### config.mk
export PLATFORM = sky130hd
export DESIGN_NAME = battery_low_voltage_monitor_top_flat
export DESIGN_NICKNAME = d
export VERILOG_FILES = /design/src/blvm_pkg.sv /design/src/blvm_if.sv /design/src/blvm_front.sv /design/src/blvm_queue.sv /design/src/blvm_back.sv /design/src/battery_low_voltage_monitor_top.sv /design/src/flat_wrapper.sv
export SDC_FILE = /design/constraint.sdc
export NUM_CORES = 1
export LEC_CHECK = 0
export ABC_AREA = 1
export BUFFER_PORTS_ARGS = -buffer_cell sky130_fd_sc_hd__buf_4
export CORE_AREA = 2 2 287 218
export CTS_CLUSTER_SIZE = 30
export DETAILED_ROUTE_END_ITERATION = 12
export DIE_AREA = 0 0 289 220
export PLACE_DENSITY = 0.62
export SYNTH_ARGS = -nofsm -noshare
export SYNTH_HDL_FRONTEND = slang
export SYNTH_HIERARCHICAL = 1
export SYNTH_SLANG_ARGS = --single-unit
### constraint.sdc
create_clock -name clock -period 10.9 [get_ports clock]
set_input_delay 0.545 -clock clock [delete_from_list [all_inputs] [get_ports clock]]
set_output_delay 0.545 -clock clock [all_outputs]
set_load 0.01 [all_outputs]
### src/blvm_pkg.sv
// Package for the battery low-voltage monitor.
// Config and queue entry types, register indexes and reset values.
// No dependencies.
package blvm_pkg;

   localparam int SAMPLE_W = 10;
   localparam int REF_W    = 13;
   localparam int MV_W     = 16;
   localparam int LIMIT_W  = 8;
   localparam int PCT_W    = 7;
   localparam int CSR_IDX_W  = 3;
   localparam int CSR_DATA_W = 16;

   // register indexes on the csr port
   localparam logic [CSR_IDX_W-1:0] CSR_REF_MV        = 3'd0;
   localparam logic [CSR_IDX_W-1:0] CSR_FULL_MV       = 3'd1;
   localparam logic [CSR_IDX_W-1:0] CSR_LOW_MV        = 3'd2;
   localparam logic [CSR_IDX_W-1:0] CSR_MIN_CHARGE_MV = 3'd3;
   localparam logic [CSR_IDX_W-1:0] CSR_DEBOUNCE      = 3'd4;

   localparam logic [REF_W-1:0]   RST_REF_MV        = 13'd2560;
   localparam logic [MV_W-1:0]    RST_FULL_MV       = 16'd12600;
   localparam logic [MV_W-1:0]    RST_LOW_MV        = 16'd10500;
   localparam logic [MV_W-1:0]    RST_MIN_CHARGE_MV = 16'd5000;
   localparam logic [LIMIT_W-1:0] RST_DEBOUNCE      = 8'd10;

   localparam logic [MV_W-1:0]  MV_MAX   = 16'hFFFF;
   localparam logic [PCT_W-1:0] PCT_FULL = 7'd100;
   localparam logic [PCT_W-1:0] PCT_ZERO = 7'd0;

   typedef struct packed {
      logic [REF_W-1:0]   ref_mv;
      logic [MV_W-1:0]    full_mv;
      logic [MV_W-1:0]    low_mv;
      logic [MV_W-1:0]    min_charge_mv;
      logic [LIMIT_W-1:0] debounce_limit;
   } cfg_type;

   // one converted transaction, as it waits between front and back
   typedef struct packed {
      logic [MV_W-1:0] battery_mv;
      logic            battery_ok;
      logic [MV_W-1:0] charger_mv;
      logic            charger_ok;
   } entry_type;

endpackage

### src/blvm_if.sv
// Valid/ready channel interfaces for the request and response sides.
// Depends on blvm_pkg for field widths.
interface blvm_req_if;
   import blvm_pkg::*;
   logic                valid;
   logic                ready;
   logic [SAMPLE_W-1:0] battery_sample;
   logic                battery_sample_ok;
   logic [SAMPLE_W-1:0] charger_sample;
   logic                charger_sample_ok;

   modport source (output valid, battery_sample, battery_sample_ok,
                   charger_sample, charger_sample_ok, input ready);
   modport sink   (input valid, battery_sample, battery_sample_ok,
                   charger_sample, charger_sample_ok, output ready);
endinterface

interface blvm_rsp_if;
   import blvm_pkg::*;
   logic             valid;
   logic             ready;
   logic [MV_W-1:0]  battery_millivolts;
   logic [MV_W-1:0]  charger_millivolts;
   logic [PCT_W-1:0] charge_percent;
   logic             low_condition;
   logic             power_off;

   modport source (output valid, battery_millivolts, charger_millivolts,
                   charge_percent, low_condition, power_off, input ready);
   modport sink   (input valid, battery_millivolts, charger_millivolts,
                   charge_percent, low_condition, power_off, output ready);
endinterface

### src/blvm_front.sv
// Front end: accepts request transactions and converts ADC codes to millivolts.
// Depends on blvm_pkg and blvm_req_if.
module blvm_front (
   input  logic               clock,
   input  logic               reset,
   input  blvm_pkg::cfg_type  cfg,
   blvm_req_if.sink           req_ch,
   output logic               push,
   output blvm_pkg::entry_type push_data,
   input  logic               full
);
   import blvm_pkg::*;

   localparam int PROD_W = SAMPLE_W + REF_W;   // sample * ref
   localparam int X11_W  = PROD_W + 4;         // times 11

   logic                hold_valid_ff, hold_valid_in;
   logic [SAMPLE_W-1:0] bat_ff, bat_in;
   logic [SAMPLE_W-1:0] chg_ff, chg_in;
   logic                bat_ok_ff, bat_ok_in;
   logic                chg_ok_ff, chg_ok_in;

   logic [PROD_W-1:0]   bat_prod, chg_prod;
   logic [X11_W-1:0]    bat_x11, chg_x11;
   logic [X11_W-11:0]   bat_raw, chg_raw;

   assign push          = hold_valid_ff && !full;
   assign req_ch.ready  = !hold_valid_ff || !full;

   assign bat_prod = PROD_W'(bat_ff) * PROD_W'(cfg.ref_mv);
   assign chg_prod = PROD_W'(chg_ff) * PROD_W'(cfg.ref_mv);
   assign bat_x11  = (X11_W'(bat_prod) << 3) + (X11_W'(bat_prod) << 1) + X11_W'(bat_prod);
   assign chg_x11  = (X11_W'(chg_prod) << 3) + (X11_W'(chg_prod) << 1) + X11_W'(chg_prod);
   assign bat_raw  = bat_x11[X11_W-1:10];
   assign chg_raw  = chg_x11[X11_W-1:10];

   always_comb begin
      push_data.battery_mv = (bat_raw > (X11_W-10)'(MV_MAX)) ? MV_MAX : bat_raw[MV_W-1:0];
      push_data.charger_mv = (chg_raw > (X11_W-10)'(MV_MAX)) ? MV_MAX : chg_raw[MV_W-1:0];
      push_data.battery_ok = bat_ok_ff;
      push_data.charger_ok = chg_ok_ff;
   end

   always_comb begin
      hold_valid_in = hold_valid_ff;
      bat_in    = bat_ff;
      chg_in    = chg_ff;
      bat_ok_in = bat_ok_ff;
      chg_ok_in = chg_ok_ff;
      if (push) begin
         hold_valid_in = 1'b0;
      end
      if (req_ch.valid && req_ch.ready) begin
         hold_valid_in = 1'b1;
         bat_in    = req_ch.battery_sample;
         chg_in    = req_ch.charger_sample;
         bat_ok_in = req_ch.battery_sample_ok;
         chg_ok_in = req_ch.charger_sample_ok;
      end
   end

   always_ff @(posedge clock) begin
      if (reset) begin
         hold_valid_ff <= 1'b0;
      end else begin
         hold_valid_ff <= hold_valid_in;
      end
      bat_ff    <= bat_in;
      chg_ff    <= chg_in;
      bat_ok_ff <= bat_ok_in;
      chg_ok_ff <= chg_ok_in;
   end

endmodule

### src/blvm_queue.sv
// Small register FIFO between front and back.
// Depends on blvm_pkg for the entry type.
module blvm_queue #(
   parameter int DEPTH = 2
) (
   input  logic                clock,
   input  logic                reset,
   input  logic                push,
   input  blvm_pkg::entry_type push_data,
   output logic                full,
   input  logic                pop,
   output blvm_pkg::entry_type pop_data,
   output logic                empty
);
   import blvm_pkg::*;

   localparam int PTR_W = (DEPTH > 1) ? $clog2(DEPTH) : 1;
   localparam int CNT_W = $clog2(DEPTH + 1);

   entry_type        mem_ff [DEPTH];
   logic [PTR_W-1:0] wr_ptr_ff, wr_ptr_in;
   logic [PTR_W-1:0] rd_ptr_ff, rd_ptr_in;
   logic [CNT_W-1:0] count_ff, count_in;

   assign full     = (count_ff == CNT_W'(DEPTH));
   assign empty    = (count_ff == '0);
   assign pop_data = mem_ff[rd_ptr_ff];

   always_comb begin
      wr_ptr_in = wr_ptr_ff;
      rd_ptr_in = rd_ptr_ff;
      count_in  = count_ff;
      if (push) begin
         wr_ptr_in = (wr_ptr_ff == PTR_W'(DEPTH - 1)) ? '0 : wr_ptr_ff + 1'b1;
      end
      if (pop) begin
         rd_ptr_in = (rd_ptr_ff == PTR_W'(DEPTH - 1)) ? '0 : rd_ptr_ff + 1'b1;
      end
      if (push && !pop) begin
         count_in = count_ff + 1'b1;
      end else if (pop && !push) begin
         count_in = count_ff - 1'b1;
      end
   end

   always_ff @(posedge clock) begin
      if (reset) begin
         wr_ptr_ff <= '0;
         rd_ptr_ff <= '0;
         count_ff  <= '0;
      end else begin
         wr_ptr_ff <= wr_ptr_in;
         rd_ptr_ff <= rd_ptr_in;
         count_ff  <= count_in;
      end
      if (push) begin
         mem_ff[wr_ptr_ff] <= push_data;
      end
   end

endmodule

### src/blvm_back.sv
// Back end: voltage state, debounce counter, power-off latch and the
// iterative percentage divider; drives the response channel.
// Depends on blvm_pkg and blvm_rsp_if.
module blvm_back (
   input  logic                clock,
   input  logic                reset,
   input  blvm_pkg::cfg_type   cfg,
   input  blvm_pkg::entry_type entry,
   input  logic                empty,
   output logic                pop,
   blvm_rsp_if.source          rsp_ch
);
   import blvm_pkg::*;

   localparam int NUM_W = MV_W + PCT_W;        // (v - low) * 100 fits here
   localparam int DSH_W = MV_W + PCT_W - 1;    // divisor << (PCT_W-1)
   localparam int STEP_W = $clog2(PCT_W);

   localparam logic [1:0] ST_IDLE = 2'd0;
   localparam logic [1:0] ST_DIV  = 2'd1;
   localparam logic [1:0] ST_LOAD = 2'd2;

   logic [1:0]         state_ff, state_in;
   logic [MV_W-1:0]    bat_level_ff, bat_level_in;
   logic [MV_W-1:0]    chg_level_ff, chg_level_in;
   logic [LIMIT_W-1:0] low_count_ff, low_count_in;
   logic               latch_ff, latch_in;
   logic               low_ff, low_in;
   logic [NUM_W-1:0]   rem_ff, rem_in;
   logic [DSH_W-1:0]   dsh_ff, dsh_in;
   logic [STEP_W-1:0]  step_ff, step_in;
   logic [PCT_W-1:0]   pct_ff, pct_in;

   logic               rsp_valid_ff, rsp_valid_in;
   logic [MV_W-1:0]    rsp_bat_ff, rsp_bat_in;
   logic [MV_W-1:0]    rsp_chg_ff, rsp_chg_in;
   logic [PCT_W-1:0]   rsp_pct_ff, rsp_pct_in;
   logic               rsp_low_ff, rsp_low_in;
   logic               rsp_off_ff, rsp_off_in;

   logic [MV_W-1:0]    nb, nc, diff;
   logic               low_now;

   assign rsp_ch.valid              = rsp_valid_ff;
   assign rsp_ch.battery_millivolts = rsp_bat_ff;
   assign rsp_ch.charger_millivolts = rsp_chg_ff;
   assign rsp_ch.charge_percent     = rsp_pct_ff;
   assign rsp_ch.low_condition      = rsp_low_ff;
   assign rsp_ch.power_off          = rsp_off_ff;

   assign pop     = (state_ff == ST_IDLE) && !empty;
   assign nb      = entry.battery_ok ? entry.battery_mv : bat_level_ff;
   assign nc      = entry.charger_ok ? entry.charger_mv : chg_level_ff;
   assign low_now = (nb < cfg.low_mv) && (nc < cfg.min_charge_mv);
   assign diff    = nb - cfg.low_mv;

   always_comb begin
      state_in     = state_ff;
      bat_level_in = bat_level_ff;
      chg_level_in = chg_level_ff;
      low_count_in = low_count_ff;
      latch_in     = latch_ff;
      low_in       = low_ff;
      rem_in       = rem_ff;
      dsh_in       = dsh_ff;
      step_in      = step_ff;
      pct_in       = pct_ff;
      rsp_valid_in = rsp_valid_ff;
      rsp_bat_in   = rsp_bat_ff;
      rsp_chg_in   = rsp_chg_ff;
      rsp_pct_in   = rsp_pct_ff;
      rsp_low_in   = rsp_low_ff;
      rsp_off_in   = rsp_off_ff;

      if (rsp_valid_ff && rsp_ch.ready) begin
         rsp_valid_in = 1'b0;
      end

      case (state_ff)
         ST_IDLE: begin
            if (!empty) begin
               bat_level_in = nb;
               chg_level_in = nc;
               low_in       = low_now;
               if (low_now) begin
                  // compare against the count before the advance
                  if (low_count_ff > cfg.debounce_limit) begin
                     latch_in     = 1'b1;
                     low_count_in = '0;
                  end else begin
                     low_count_in = low_count_ff + 1'b1;
                  end
               end else begin
                  low_count_in = '0;
               end
               rem_in  = (NUM_W'(diff) << 6) + (NUM_W'(diff) << 5) + (NUM_W'(diff) << 2);
               dsh_in  = DSH_W'(cfg.full_mv - cfg.low_mv) << (PCT_W - 1);
               step_in = STEP_W'(PCT_W - 1);
               pct_in  = '0;
               if (nb >= cfg.full_mv) begin
                  pct_in   = PCT_FULL;
                  state_in = ST_LOAD;
               end else if (nb <= cfg.low_mv) begin
                  pct_in   = PCT_ZERO;
                  state_in = ST_LOAD;
               end else begin
                  state_in = ST_DIV;
               end
            end
         end
         ST_DIV: begin
            // restoring division, one quotient bit per cycle
            if (rem_ff >= NUM_W'(dsh_ff)) begin
               rem_in = rem_ff - NUM_W'(dsh_ff);
               pct_in = {pct_ff[PCT_W-2:0], 1'b1};
            end else begin
               pct_in = {pct_ff[PCT_W-2:0], 1'b0};
            end
            dsh_in = dsh_ff >> 1;
            if (step_ff == '0) begin
               state_in = ST_LOAD;
            end else begin
               step_in = step_ff - 1'b1;
            end
         end
         ST_LOAD: begin
            if (!rsp_valid_ff || rsp_ch.ready) begin
               rsp_valid_in = 1'b1;
               rsp_bat_in   = bat_level_ff;
               rsp_chg_in   = chg_level_ff;
               rsp_pct_in   = pct_ff;
               rsp_low_in   = low_ff;
               rsp_off_in   = latch_ff;
               state_in     = ST_IDLE;
            end
         end
         default: begin
            state_in = ST_IDLE;
         end
      endcase
   end

   always_ff @(posedge clock) begin
      if (reset) begin
         state_ff     <= ST_IDLE;
         bat_level_ff <= '0;
         chg_level_ff <= '0;
         low_count_ff <= '0;
         latch_ff     <= 1'b0;
         rsp_valid_ff <= 1'b0;
      end else begin
         state_ff     <= state_in;
         bat_level_ff <= bat_level_in;
         chg_level_ff <= chg_level_in;
         low_count_ff <= low_count_in;
         latch_ff     <= latch_in;
         rsp_valid_ff <= rsp_valid_in;
      end
      low_ff     <= low_in;
      rem_ff     <= rem_in;
      dsh_ff     <= dsh_in;
      step_ff    <= step_in;
      pct_ff     <= pct_in;
      rsp_bat_ff <= rsp_bat_in;
      rsp_chg_ff <= rsp_chg_in;
      rsp_pct_ff <= rsp_pct_in;
      rsp_low_ff <= rsp_low_in;
      rsp_off_ff <= rsp_off_in;
   end

endmodule

### src/battery_low_voltage_monitor_top.sv
// Top level of the battery low-voltage monitor: csr registers, front end,
// queue and back end. Depends on blvm_pkg, blvm_if, blvm_front, blvm_queue, blvm_back.
//
//   channel  dir  handshake          contents
//   req_ch   in   valid/ready        battery/charger ADC codes with ok flags
//   rsp_ch   out  valid/ready        millivolts, percent, low flag, power-off
//   csr_*    in   csr_wr_en only     register index and write data
//
// A transaction passes the front end hold register, then is popped and updates
// state in the back end, then runs the restoring percentage divider (skipped
// at 0 or 100 percent), then loads the output. The back end takes no new entry
// until the last one is loaded into the output; the queue buffers meanwhile.
// Synchronous active-high reset clears state, queue and handshakes; csr
// registers return to defaults. A stalled response holds the back end while
// the front end and queue keep taking transactions until full.
module battery_low_voltage_monitor_top #(
   parameter int QUEUE_DEPTH = 2
) (
   input  logic                            clock,
   input  logic                            reset,
   blvm_req_if.sink                        req_ch,
   blvm_rsp_if.source                      rsp_ch,
   input  logic                            csr_wr_en,
   input  logic [blvm_pkg::CSR_IDX_W-1:0]  csr_index,
   input  logic [blvm_pkg::CSR_DATA_W-1:0] csr_wdata
);
   import blvm_pkg::*;

   cfg_type   cfg_ff, cfg_in;
   entry_type push_data, pop_data;
   logic      push, pop, full, empty;

   always_comb begin
      cfg_in = cfg_ff;
      if (csr_wr_en) begin
         case (csr_index)
            CSR_REF_MV:        cfg_in.ref_mv         = csr_wdata[REF_W-1:0];
            CSR_FULL_MV:       cfg_in.full_mv        = csr_wdata[MV_W-1:0];
            CSR_LOW_MV:        cfg_in.low_mv         = csr_wdata[MV_W-1:0];
            CSR_MIN_CHARGE_MV: cfg_in.min_charge_mv  = csr_wdata[MV_W-1:0];
            CSR_DEBOUNCE:      cfg_in.debounce_limit = csr_wdata[LIMIT_W-1:0];
            default: begin
            end
         endcase
      end
   end

   always_ff @(posedge clock) begin
      if (reset) begin
         cfg_ff.ref_mv         <= RST_REF_MV;
         cfg_ff.full_mv        <= RST_FULL_MV;
         cfg_ff.low_mv         <= RST_LOW_MV;
         cfg_ff.min_charge_mv  <= RST_MIN_CHARGE_MV;
         cfg_ff.debounce_limit <= RST_DEBOUNCE;
      end else begin
         cfg_ff <= cfg_in;
      end
   end

   blvm_front u_front (
      .clock     (clock),
      .reset     (reset),
      .cfg       (cfg_ff),
      .req_ch    (req_ch),
      .push      (push),
      .push_data (push_data),
      .full      (full)
   );

   blvm_queue #(
      .DEPTH (QUEUE_DEPTH)
   ) u_queue (
      .clock     (clock),
      .reset     (reset),
      .push      (push),
      .push_data (push_data),
      .full      (full),
      .pop       (pop),
      .pop_data  (pop_data),
      .empty     (empty)
   );

   blvm_back u_back (
      .clock  (clock),
      .reset  (reset),
      .cfg    (cfg_ff),
      .entry  (pop_data),
      .empty  (empty),
      .pop    (pop),
      .rsp_ch (rsp_ch)
   );

endmodule

### src/flat_wrapper.sv
// flat-port wrapper written by rule: the top's interface ports become plain ports
module battery_low_voltage_monitor_top_flat import blvm_pkg::*;
#(
   parameter int QUEUE_DEPTH = 2
)
  (clock, reset, csr_wr_en, csr_index, csr_wdata, req_ch_valid, req_ch_battery_sample, req_ch_battery_sample_ok, req_ch_charger_sample, req_ch_charger_sample_ok, req_ch_ready, rsp_ch_valid, rsp_ch_battery_millivolts, rsp_ch_charger_millivolts, rsp_ch_charge_percent, rsp_ch_low_condition, rsp_ch_power_off, rsp_ch_ready);
  blvm_req_if req_ch_i ();
  blvm_rsp_if rsp_ch_i ();
  input  logic clock;
  input  logic reset;
  input  logic csr_wr_en;
  input  logic [blvm_pkg::CSR_IDX_W-1:0] csr_index;
  input  logic [blvm_pkg::CSR_DATA_W-1:0] csr_wdata;
  input wire logic [$bits(req_ch_i.valid)-1:0] req_ch_valid;
  input wire logic [$bits(req_ch_i.battery_sample)-1:0] req_ch_battery_sample;
  input wire logic [$bits(req_ch_i.battery_sample_ok)-1:0] req_ch_battery_sample_ok;
  input wire logic [$bits(req_ch_i.charger_sample)-1:0] req_ch_charger_sample;
  input wire logic [$bits(req_ch_i.charger_sample_ok)-1:0] req_ch_charger_sample_ok;
  output wire logic [$bits(req_ch_i.ready)-1:0] req_ch_ready;
  output wire logic [$bits(rsp_ch_i.valid)-1:0] rsp_ch_valid;
  output wire logic [$bits(rsp_ch_i.battery_millivolts)-1:0] rsp_ch_battery_millivolts;
  output wire logic [$bits(rsp_ch_i.charger_millivolts)-1:0] rsp_ch_charger_millivolts;
  output wire logic [$bits(rsp_ch_i.charge_percent)-1:0] rsp_ch_charge_percent;
  output wire logic [$bits(rsp_ch_i.low_condition)-1:0] rsp_ch_low_condition;
  output wire logic [$bits(rsp_ch_i.power_off)-1:0] rsp_ch_power_off;
  input wire logic [$bits(rsp_ch_i.ready)-1:0] rsp_ch_ready;
  assign req_ch_i.valid = req_ch_valid;
  assign req_ch_i.battery_sample = req_ch_battery_sample;
  assign req_ch_i.battery_sample_ok = req_ch_battery_sample_ok;
  assign req_ch_i.charger_sample = req_ch_charger_sample;
  assign req_ch_i.charger_sample_ok = req_ch_charger_sample_ok;
  assign req_ch_ready = req_ch_i.ready;
  assign rsp_ch_valid = rsp_ch_i.valid;
  assign rsp_ch_battery_millivolts = rsp_ch_i.battery_millivolts;
  assign rsp_ch_charger_millivolts = rsp_ch_i.charger_millivolts;
  assign rsp_ch_charge_percent = rsp_ch_i.charge_percent;
  assign rsp_ch_low_condition = rsp_ch_i.low_condition;
  assign rsp_ch_power_off = rsp_ch_i.power_off;
  assign rsp_ch_i.ready = rsp_ch_ready;
  battery_low_voltage_monitor_top #(.QUEUE_DEPTH(QUEUE_DEPTH)) u_core (.clock(clock), .reset(reset), .req_ch(req_ch_i), .rsp_ch(rsp_ch_i), .csr_wr_en(csr_wr_en), .csr_index(csr_index), .csr_wdata(csr_wdata));
endmodule
==> results of run 1 <==
## routing by layer
layer	track usage (%)	vias to the layer above	wire [um]
li1	-	12300	-
met1	37.9	11500	38300
met2	37.3	657	32900
met3	3.41	65	4940
met4	4.05	0	977
met5	0	-	0
## Yosys cell counts (7+ instances only)
cell type / instances / area, um^2
o21ai_1: 9 / 45.0
inv_1: 733 / 2750
buf_2: 8 / 40.0
xnor2_1: 54 / 473
nand2_2: 47 / 294
nor2_1: 302 / 1130
ha_1: 290 / 3630
nor3_1: 16 / 80.1
nor2_2: 12 / 75.1
mux2_4: 30 / 450
nand3_1: 185 / 926
o21bai_1: 16 / 120
buf_4: 11 / 82.6
nor2_4: 7 / 78.8
nand2_1: 946 / 3550
a21oi_1: 230 / 1150
nor4_1: 10 / 62.6
clkbuf_1: 72 / 270
xor2_1: 42 / 368
o21ai_0: 173 / 866
dfxtp_1: 119 / 2380
a211oi_1: 10 / 75.1
o21a_1: 8 / 60.1
edfxtp_1: 187 / 5620
a21o_1: 18 / 135
nand3b_1: 8 / 60.1
nand4_1: 35 / 219
fa_1: 218 / 4360
inv_2: 14 / 52.6
## metrics by stage
step	cells	worst slack, ps	area (um^2)
after floorplan	3884	3940	30200
after global placement	4694	3270	31500
after detailed placement	4694	3080	31500
after CTS	4760	3070	32700
after global routing	4760	2450	32700
final	4761	3000	32700
## flip-flops by register name (all words and copies together) (netlist names), 16 cells and up, named ones only
name	count
u_core/u_back/rem_ff	23
u_core/u_back/chg_level_ff	16
u_core/u_queue/mem_ff	68
u_core/u_back/dsh_ff	22
u_core/cfg_ff	69
u_core/u_back/bat_level_ff	16
u_core/u_back/rsp_ch.battery_millivolts	16
u_core/u_back/rsp_ch.charger_millivolts	16
## worst max path at each step
stage / end / slack, ps / depth (start not counted)
3_3_place_gp: u_core/u_queue/mem_ff[0][32]$_DFFE_PP_ / 3270 / 29
2_1_floorplan: u_core/u_queue/mem_ff[0][27]$_DFFE_PP_ / 3940 / 31
6_report: u_core/u_queue/mem_ff[0][31]$_DFFE_PP_ / 3000 / 28
4_1_cts: u_core/u_queue/mem_ff[1][32]$_DFFE_PP_ / 3070 / 29
3_5_place_dp: u_core/u_queue/mem_ff[0][32]$_DFFE_PP_ / 3080 / 29
5_1_grt: u_core/u_queue/mem_ff[1][32]$_DFFE_PP_ / 2450 / 31
## final cells by class
type	count	area (um^2)	area share, %
repair buffers	102	766	2.34
clock buffers	48	1040	3.18
inverters	748	2810	8.59
well taps	810	1010	3.10
multi-input cells	2728	18900	57.7
diodes	1	2.50	0.00766
clock inverters	18	194	0.593
flip-flops and latches	306	8000	24.5
## logic make-up after synthesis
logic type	share of synthesized area, %
flops	26.5
compound gates	8.83
buf+inv	11.1
simple gates	22.2
fa+ha+maj	26.5
mux	1.68
xor+xnor	3.20
## worst reg2reg max path, delay by kind of cell, from the launching register on
kind / cells / cell delay (ps)
buffers and inverters: 6 / 410
adders and majority gates: 8 / 3860
DFF: 1 / 900
and+or+nand+nor: 8 / 870
AOI/OAI and AO/OA: 5 / 1160
xor gates and xnor gates: 1 / 450
==> qor.txt, run 1 <==
WORST SETUP PATH
------------------------------------------------------------------------------------
Cell type group with the largest total delay on the critical path .....  adder cells
Category of the most critical setup path .............................. flop to flop
Kind of launch point of the worst setup path ..........................         flop
Worst Setup SP ........................................................ u_core/cfg_ff[63]$_SDFFE_PP0P_
FF-to-FF End .......................................................... u_core/u_queue/mem_ff[0][31]$_DFFE_PP_
Arrival time at the worst endpoint ....................................      8190 ps
Worst flop-to-flop path startpoint .................................... u_core/cfg_ff[63]$_SDFFE_PP0P_
CP Max Fanout .........................................................           21
Crit path required time ...............................................     11190 ps
Cells on worst reg2reg path ...........................................           28
Endpoint kind of the worst setup timing path ..........................         flop
Slowest-stage cell, CP ................................................      dfxtp_1
Register-to-register setup slack ......................................      3000 ps
Crit-path max cell delay ..............................................       900 ps
Number of buffer and inverter instances along the worst setup path ....            6

LOGIC SYNTHESIS
------------------------------------------------------------------------------------
Commonest register cell after synthesis ...............................     edfxtp_1
Synthesis-stage register bit count ....................................          306
Sequential element share of the synthesized area ......................        26.5%
Post-Syn Area per Cell ................................................    7.76 um^2
Gate count after technology mapping ...................................         3884
Number of warnings printed during yosys synthesis .....................            6
Post-synth EDFFs ......................................................          187
Share of synthesized flip-flops with an asynchronous set or reset .....           0%
Cell area after synthesis .............................................  0.0302 mm^2
Count of distinct cell types in the synthesized netlist ...............           58
Net count of the mapped netlist .......................................         4438

CELLS AND AREA
------------------------------------------------------------------------------------
Filler instances ......................................................         5935
Most common library cell in the layout ignoring fill and taps .........      nand2_1
Final design utilization ..............................................        53.5%
Count of nets after finishing .........................................         4476
Area delta synth->final ...............................................        8.38%
Commonest cells after routing, fill and taps aside .................... 946 x nand2_1, 733 x inv_1, 298 x nor2_1
Fraction of final layout cells with drive strength greater than 1 .....        7.95%

TIMING
------------------------------------------------------------------------------------
Final critical path time including I/O delays and setup ...............      7900 ps
Relative slew slack ...................................................        24.2%
Unrepaired setup endpoints after global routing .......................        false
Final max-slew violation count ........................................            0
Final period util .....................................................        72.5%
Worst-margin pin slew .................................................      1130 ps
Setup tns final .......................................................         0 ps
Smallest hold slack ...................................................       136 ps
Setup Skew ............................................................      40.5 ps
Achievable frequency ..................................................    0.127 GHz
Final-report setup violation count ....................................            0
Hold Vio Cnt, Final ...................................................            0

PLACE
------------------------------------------------------------------------------------
DP Wirelength .........................................................     61200 um
Number of buffer cells added on primary ports .........................           88
Weighted congestion at the end of routability-driven global placement .        0.927

GRT
------------------------------------------------------------------------------------
First-pass GRT wire length ............................................    125000 um
Via count of the first global-routing pass ............................        22900
Grt total ovfl ........................................................            0
Global-route total usage across every layer ...........................        24.7%
Antenna violations before repair ......................................            0
Largest net degree at the start of global routing .....................           71

CLOCKING
------------------------------------------------------------------------------------
CTS clk-pin slew, worst paths .........................................        90 ps
Post-CTS Hold Fix Bufs ................................................            0
Number of clock sinks .................................................          306
CTS Buf Count .........................................................           36
TritonCTS clock tree ..................................................        built
Library cell used as clock root buffer ................................    clkbuf_16
Maximum level of the CTS H-tree .......................................            2
Source-to-sink clock delay at the later pin of the worst-skew pair ....       580 ps
Number of setup buffers added after CTS ...............................            0
Resized cells post-CTS ................................................            0
Number of buffers between clock root and the deepest sink .............            3

FLOORPLAN
------------------------------------------------------------------------------------
Initial core utilization ..............................................        49.4%
Die H .................................................................       220 um
Total number of placement rows ........................................           79
Top-Level Pins ........................................................           89
Floorplan core area ...................................................  0.0611 mm^2
Total Die Area ........................................................  0.0636 mm^2
Width of the chip .....................................................       289 um

ROUTING
------------------------------------------------------------------------------------
Violation count after the first detailed-routing iteration ............         1944
Via count .............................................................        24600
Count of unresolved DRC violations after routing ......................            0
Average wire per standard cell ........................................      16.2 um
Number of optimization iterations in the first detailed-route pass ....            5
Final antenna-violating net count .....................................            0
Number of vias per cell after detailed routing ........................         5.16
WL final ..............................................................     77100 um

MIN PATH
------------------------------------------------------------------------------------
Endpoint of the worst hold path ....................................... u_core/u_front/bat_ff[0]$_DFFE_PP_
Class of the worst hold path .......................................... primary input to flop
Worst hold path cell count ............................................            1
Worst min-delay path startpoint ....................................... req_ch_battery_sample[0]

JOB
------------------------------------------------------------------------------------
Total of max-cap violations ...........................................            0

STATUS
------------------------------------------------------------------------------------
Status ................................................................ complete, no violations

Power of run 1 is not shown: default switching activity piles up to over one toggle a cycle in this logic, so the estimate is an artifact.
==> run 2, diff against run 1 <==
clock period = 8.2 ns   (was 10.9 ns; I/O delays follow)
==> run 2 against run 1 <==
  * Fmax increased by 2.0%
  * Largest cell class unchanged
  * Final area about the same
  * Critical endpoint unchanged
  * Cell count increased by 0.17%
  * Count of clock-buffer cells in the layout decreased by 8
==> qor.txt, run 2 (synthesis results as in run 1) <==
TIMING
------------------------------------------------------------------------------------
Final critical path time including I/O delays and setup ...............      7740 ps   was 7900 ps
Setup Skew ............................................................      17.0 ps   was 40.5 ps
Achievable frequency ..................................................    0.129 GHz   was 0.127 GHz
Worst-margin pin slew .................................................      1100 ps   was 1130 ps
Final max-slew violation count ........................................            0   unchanged
Setup tns final .......................................................         0 ps   unchanged
Final-report setup violation count ....................................            0   unchanged
Final period util .....................................................        94.4%   was 72.5%
Relative slew slack ...................................................        26.6%   was 24.2%
Unrepaired setup endpoints after global routing .......................        false   unchanged
Hold Vio Cnt, Final ...................................................            0   unchanged

CELLS AND AREA
------------------------------------------------------------------------------------
Top Registers ......................................................... u_core/cfg_ff x69, u_core/u_queue/mem_ff x68, u_core/u_back/rem_ff x23   unchanged
Most common library cell in the layout ignoring fill and taps .........      nand2_1   unchanged
Area delta synth->final ...............................................        8.28%   was 8.38%
Flip-flop count of the largest register after layout ..................           69   unchanged
Count of inserted antenna diode cells .................................            0   was 1
Commonest cells after routing, fill and taps aside .................... 946 x nand2_1, 733 x inv_1, 298 x nor2_1   unchanged
Most flop-heavy register .............................................. u_core/cfg_ff   unchanged
Fraction of final layout cells with drive strength greater than 1 .....        8.21%   was 7.95%
Count of nets after finishing .........................................         4486   was 4476

CLOCKING
------------------------------------------------------------------------------------
CTS clk-pin slew, worst paths .........................................        80 ps   was 90 ps
CTS Buf Count .........................................................           36   unchanged
Number of buffers between clock root and the deepest sink .............            3   unchanged
Library cell used as clock root buffer ................................    clkbuf_16   unchanged
Maximum level of the CTS H-tree .......................................            2   unchanged
Number of clock sinks .................................................          306   unchanged
TritonCTS clock tree ..................................................        built   unchanged
Source-to-sink clock delay at the later pin of the worst-skew pair ....       560 ps   was 580 ps
Number of setup buffers added after CTS ...............................            0   unchanged

FLOORPLAN
------------------------------------------------------------------------------------
Total Die Area ........................................................  0.0636 mm^2   unchanged
Width of the chip .....................................................       289 um   unchanged
Die H .................................................................       220 um   unchanged
Total number of placement rows ........................................           79   unchanged
Floorplan core area ...................................................  0.0611 mm^2   unchanged
Top-Level Pins ........................................................           89   unchanged
Initial core utilization ..............................................        49.4%   unchanged

GRT
------------------------------------------------------------------------------------
First-pass GRT wire length ............................................    126000 um   was 125000 um
Grt total ovfl ........................................................            0   unchanged
Largest net degree at the start of global routing .....................           70   was 71
Via count of the first global-routing pass ............................        23500   was 22900
Antenna violations before repair ......................................            0   unchanged
Global-route total usage across every layer ...........................        24.9%   was 24.7%

ROUTING
------------------------------------------------------------------------------------
Number of optimization iterations in the first detailed-route pass ....            6   was 5
Final antenna-violating net count .....................................            0   unchanged
Violation count after the first detailed-routing iteration ............         1990   was 1944
Number of vias per cell after detailed routing ........................         5.17   was 5.16
Via count .............................................................        24700   was 24600
Average wire per standard cell ........................................      16.3 um   was 16.2 um
Count of unresolved DRC violations after routing ......................            0   unchanged
WL final ..............................................................     77600 um   was 77100 um

WORST SETUP PATH
------------------------------------------------------------------------------------
Kind of launch point of the worst setup path ..........................         flop   unchanged
Arrival time at the worst endpoint ....................................      8040 ps   was 8190 ps
Crit-path max cell delay ..............................................       850 ps   was 900 ps
CP Max Fanout .........................................................           21   unchanged
Endpoint kind of the worst setup timing path ..........................         flop   unchanged
CP dominant cell by count .............................................         fa_1
Slowest-stage cell, CP ................................................      dfxtp_1   unchanged
Crit path required time ...............................................      8490 ps   was 11190 ps
Category of the most critical setup path .............................. flop to flop   unchanged

PLACE
------------------------------------------------------------------------------------
Weighted congestion at the end of routability-driven global placement .        0.949   was 0.927
Number of buffer cells added on primary ports .........................           88   unchanged
DP Wirelength .........................................................     62200 um   was 61200 um

JOB
------------------------------------------------------------------------------------
Total of max-cap violations ...........................................            0   unchanged

STATUS
------------------------------------------------------------------------------------
Status ................................................................ complete, no violations   unchanged

MIN PATH
------------------------------------------------------------------------------------
Class of the worst hold path .......................................... primary input to flop   unchanged

run 2: final timing paths:
check	from	to	slack, ps	cells after the start
setup / recovery	u_core/cfg_ff[59]$_SDFFE_PP0P_	u_core/u_queue/mem_ff[0][31]$_DFFE_PP_	460	26
hold / removal	req_ch_battery_sample[0]	u_core/u_front/bat_ff[0]$_DFFE_PP_	20	1
setup reg to reg	u_core/cfg_ff[59]$_SDFFE_PP0P_	u_core/u_queue/mem_ff[0][31]$_DFFE_PP_	460	26
hold reg to reg	u_core/u_back/pct_ff[6]$_DFFE_PP_	u_core/u_back/rsp_ch.charge_percent[6]$_DFFE_PP_	420	0
run 2: layer usage:
layer | wire length [um] | GRT usage, % | vias to the layer above
met3 | 5010 | 3.76 | 69
met1 | 38200 | 37.6 | 11600
li1 | - | - | 12400
met2 | 33000 | 37.8 | 669
met5 | 0 | 0 | -
met4 | 1370 | 5.10 | 0
run 2: area by class of cell:
class | instances | area, um^2
timing repair buffer | 112 | 843
inverter | 748 | 2810
sequential | 306 | 8000
clock buffer | 40 | 916
multi-input combinational | 2728 | 18900
fill | 5886 | 28400
tap | 810 | 1010
clock inverter | 25 | 208
run 2: critical path, delay by kind of cell (launching register included):
kind                       cells  cell delay [ps]
adders and majority gates      8             3820
AOI/OAI and AO/OA              6             1390
xor gates and xnor gates       1              360
buffers and inverters          5              330
and+or+nand+nor                6              700
DFF                            1              850
run 2: through the flow:
stage / hold WS, ps / util [%] / instance area (um^2) / setup WS (ps) / std cells
2_1_floorplan: 400 / - / 30200 / 1240 / 3884
3_5_place_dp: 407 / 51.6 / 31500 / 494 / 4703
5_1_grt: 7.51 / 53.5 / 32700 / 6.65 / 4769
3_3_place_gp: 401 / 51.6 / 31500 / 642 / 4703
6_report: 21.7 / 53.5 / 32700 / 455 / 4769
4_1_cts: 3.06 / 53.5 / 32700 / 466 / 4769
run 2: repair_timing:
action                                 CTS  global route
gates resized for setup                  0             3
setup endpoints to repair                0            35
hold buffers                             1             0
endpoints found under the hold margin    1             0
Power of run 2 is left out for the same reason.
==> run 3, diff against run 2 <==
ABC_AREA = not set   (was 1)
CORE_AREA = 2 2 277 211   (was 2 2 287 218)
DIE_AREA = 0 0 279 213   (was 0 0 289 220)
==> run 3 against run 2 <==
  * Die area down 6.5%
  * Final area decreased by 4.0%
  * Setup slack worse by 64 ps
  * Utilization grew 1.8 points
  * Count of clock-buffer cells in the layout shrank 1
  * Sequential share of layout area up 1.0 points
  * Cell count decreased by 21%
  * First-iteration DRC count is 29% lower
  * Global-route usage fell by 1.3 points
  * Worst hold slack better by 12 ps
  * Synthesized cell count down 25%
==> qor.txt, run 3 <==
LOGIC SYNTHESIS
------------------------------------------------------------------------------------
Gate count after technology mapping ...................................         2916   was 3884
Post-Syn Area per Cell ................................................    9.64 um^2   was 7.76 um^2
Count of distinct cell types in the synthesized netlist ...............           91   was 58
Most common cell in the synthesized netlist ...........................        inv_1   was nand2_1
Leading cell types by count after synthesis ........................... 379 x inv_1, 290 x ha_1, 232 x nand2_1   was 946 x nand2_1, 733 x inv_1, 302 x nor2_1
Sequential element share of the synthesized area ......................        28.4%   was 26.5%
Number of warnings printed during yosys synthesis .....................            6   unchanged
Synthesis-stage register bit count ....................................          306   unchanged
Commonest register cell after synthesis ...............................     edfxtp_1   unchanged
Post-synth EDFFs ......................................................          187   unchanged
Top-area cell type share of the netlist area ..........................        20.0%   was 18.6%
Largest cells by area after synthesis ................................. edfxtp_1 20%, fa_1 16%, ha_1 13%   was edfxtp_1 19%, fa_1 14%, ha_1 12%
Share of synthesized flip-flops with an asynchronous set or reset .....           0%   unchanged
Cell type with the largest total area after synthesis .................     edfxtp_1   unchanged
Cell area after synthesis .............................................  0.0281 mm^2   was 0.0302 mm^2
Net count of the mapped netlist .......................................         3470   was 4438

CLOCKING
------------------------------------------------------------------------------------
Number of buffers between clock root and the deepest sink .............            3   unchanged
Maximum level of the CTS H-tree .......................................            2   unchanged
Number of clock sinks .................................................          306   unchanged
Source-to-sink clock delay at the later pin of the worst-skew pair ....       580 ps   was 560 ps
Library cell used as clock root buffer ................................    clkbuf_16   unchanged
CTS clk-pin slew, worst paths .........................................        60 ps   was 80 ps
CTS Buf Count .........................................................           36   unchanged
TritonCTS clock tree ..................................................        built   unchanged

FLOORPLAN
------------------------------------------------------------------------------------
Width of the chip .....................................................       279 um   was 289 um
Top-Level Pins ........................................................           89   unchanged
Total number of placement rows ........................................           76   was 79
Total Die Area ........................................................  0.0594 mm^2   was 0.0636 mm^2
Initial core utilization ..............................................        49.5%   was 49.4%
Die H .................................................................       213 um   was 220 um
Floorplan core area ...................................................  0.0568 mm^2   was 0.0611 mm^2

GRT
------------------------------------------------------------------------------------
Global-route total usage across every layer ...........................        23.7%   was 24.9%
Grt total ovfl ........................................................            0   unchanged
Via count of the first global-routing pass ............................        21000   was 23500
First-pass GRT wire length ............................................    112000 um   was 126000 um
Largest net degree at the start of global routing .....................           75   was 70
Antenna violations before repair ......................................            1   was 0

TIMING
------------------------------------------------------------------------------------
Final period util .....................................................        95.2%   was 94.4%
Hold Vio Cnt, Final ...................................................            0   unchanged
Setup Skew ............................................................      35.7 ps   was 17.0 ps
Achievable frequency ..................................................    0.128 GHz   was 0.129 GHz
Final-report setup violation count ....................................            0   unchanged
Final max-slew violation count ........................................            0   unchanged
Worst-margin pin slew .................................................      1180 ps   was 1100 ps
Least setup slack across all paths after layout .......................       392 ps   was 455 ps
Relative slew slack ...................................................        20.5%   was 26.6%
Final critical path time including I/O delays and setup ...............      7810 ps   was 7740 ps

PLACE
------------------------------------------------------------------------------------
DP Wirelength .........................................................     54100 um   was 62200 um
Number of buffer cells added on primary ports .........................           88   unchanged
DP Area ...............................................................  0.0298 mm^2   was 0.0315 mm^2
Post-placement worst setup slack ......................................      56.0 ps   was 494 ps
Weighted congestion at the end of routability-driven global placement .        0.918   was 0.949

CELLS AND AREA
------------------------------------------------------------------------------------
Most common library cell in the layout ignoring fill and taps .........        inv_1   was nand2_1
Filler instances ......................................................         5050   was 5886
Most flop-heavy register .............................................. u_core/cfg_ff   unchanged
Final design utilization ..............................................        55.2%   was 53.5%
Flip-flop count of the largest register after layout ..................           69   unchanged
Area delta synth->final ...............................................        11.5%   was 8.28%
Top Registers ......................................................... u_core/cfg_ff x69, u_core/u_queue/mem_ff x68, u_core/u_back/rem_ff x23   unchanged
Count of nets after finishing .........................................         3573   was 4486
Commonest cells after routing, fill and taps aside .................... 379 x inv_1, 290 x ha_1, 232 x nand2_1   was 946 x nand2_1, 733 x inv_1, 298 x nor2_1
Cell area after layout ................................................  0.0313 mm^2   was 0.0327 mm^2
Count of inserted antenna diode cells .................................            0   unchanged
Fraction of final layout cells with drive strength greater than 1 .....        11.7%   was 8.21%

ROUTING
------------------------------------------------------------------------------------
Count of unresolved DRC violations after routing ......................            0   unchanged
Average wire per standard cell ........................................      18.2 um   was 16.3 um
WL final ..............................................................     69000 um   was 77600 um
Via count .............................................................        20900   was 24700
Number of optimization iterations in the first detailed-route pass ....            7   was 6
Final antenna-violating net count .....................................            0   unchanged
Violation count after the first detailed-routing iteration ............         1412   was 1990
Number of vias per cell after detailed routing ........................         5.52   was 5.17

WORST SETUP PATH
------------------------------------------------------------------------------------
CP dominant cell by count .............................................         fa_1   unchanged
Number of buffer and inverter instances along the worst setup path ....            5   unchanged
Category of the most critical setup path .............................. flop to flop   unchanged
Cell type group with the largest total delay on the critical path .....  adder cells   unchanged
Crit path required time ...............................................      8510 ps   was 8490 ps
Register-to-register setup slack ......................................       390 ps   was 460 ps
Endpoint kind of the worst setup timing path ..........................         flop   unchanged
Slowest-stage cell, CP ................................................         fa_1   was dfxtp_1
Kind of launch point of the worst setup path ..........................         flop   unchanged
Crit-path max cell delay ..............................................       530 ps   was 850 ps
Arrival time at the worst endpoint ....................................      8120 ps   was 8040 ps
CP Max Fanout .........................................................           12   was 21

STATUS
------------------------------------------------------------------------------------
Status ................................................................ complete, no violations   unchanged

JOB
------------------------------------------------------------------------------------
Total of max-cap violations ...........................................            0   unchanged

MIN PATH
------------------------------------------------------------------------------------
Class of the worst hold path .......................................... primary input to flop   unchanged

## run 3: routing by layer
layer / wire (um) / global-route usage (%)
met5: 0 / 0
met4: 1760 / 6.99
met3: 3560 / 3.71
met2: 29900 / 37.1
met1: 33700 / 33.8
## run 3: final timing paths
path	from	endpoint	depth (start not counted)
setup / recovery	u_core/cfg_ff[57]$_SDFFE_PP0P_	u_core/u_queue/mem_ff[0][3]$_DFFE_PP_	30
hold / removal	req_ch_battery_sample_ok	u_core/u_front/bat_ok_ff$_DFFE_PP_	1
setup reg to reg	u_core/cfg_ff[57]$_SDFFE_PP0P_	u_core/u_queue/mem_ff[0][3]$_DFFE_PP_	30
hold reg to reg	u_core/u_back/pct_ff[6]$_DFFE_PP_	u_core/u_back/rsp_ch.charge_percent[6]$_DFFE_PP_	0
## run 3: timing repair
action,4_1_cts,5_1_grt
endpoints found under the setup margin,0,64
hold buffers,7,0
hold endpoints to repair,7,0
gates resized for setup,0,25
setup buffers,0,11
## run 3: logic make-up (layout without fill, tap and decap cells)
kind of cell / after synthesis / after routing / share of synthesized area (%)
DFF: 306 / 306 / 28.4
adders and majority gates: 508 / 508 / 28.4
buffers and inverters: 491 / 621 / 6.82
AOI/OAI and AO/OA: 470 / 471 / 11.5
muxes: 137 / 137 / 5.16
xor gates and xnor gates: 127 / 127 / 3.96
and+or+nand+nor: 877 / 877 / 15.7
## run 3: per-stage QoR
stage | hold WS [ps] | cells | setup TNS (ps)
after global routing | 6.34 | 3788 | -47.5
final | 33.3 | 3788 | 0
after detailed placement | 406 | 3703 | 0
after CTS | 1.25 | 3776 | 0
after global placement | 405 | 3703 | 0
after floorplan | 400 | 2916 | 0
## run 3: layout make-up
type | instances | area (um^2) | area share (%)
inverters | 380 | 1430 | 4.55
well taps | 741 | 927 | 2.96
multi-input cells | 2120 | 18300 | 58.5
clock buffers | 39 | 932 | 2.97
repair buffers | 175 | 1350 | 4.30
flip-flops and latches | 306 | 8010 | 25.5
clock inverters | 27 | 362 | 1.15
## run 3: worst reg2reg max path, delay by kind of cell (launching register included)
family	cells	cell delay [ps]
buf+inv	5	400
compound gates	13	2570
fa+ha+maj	8	3510
flops	1	370
simple gates	4	710
Power of run 3 is left out for the same reason.
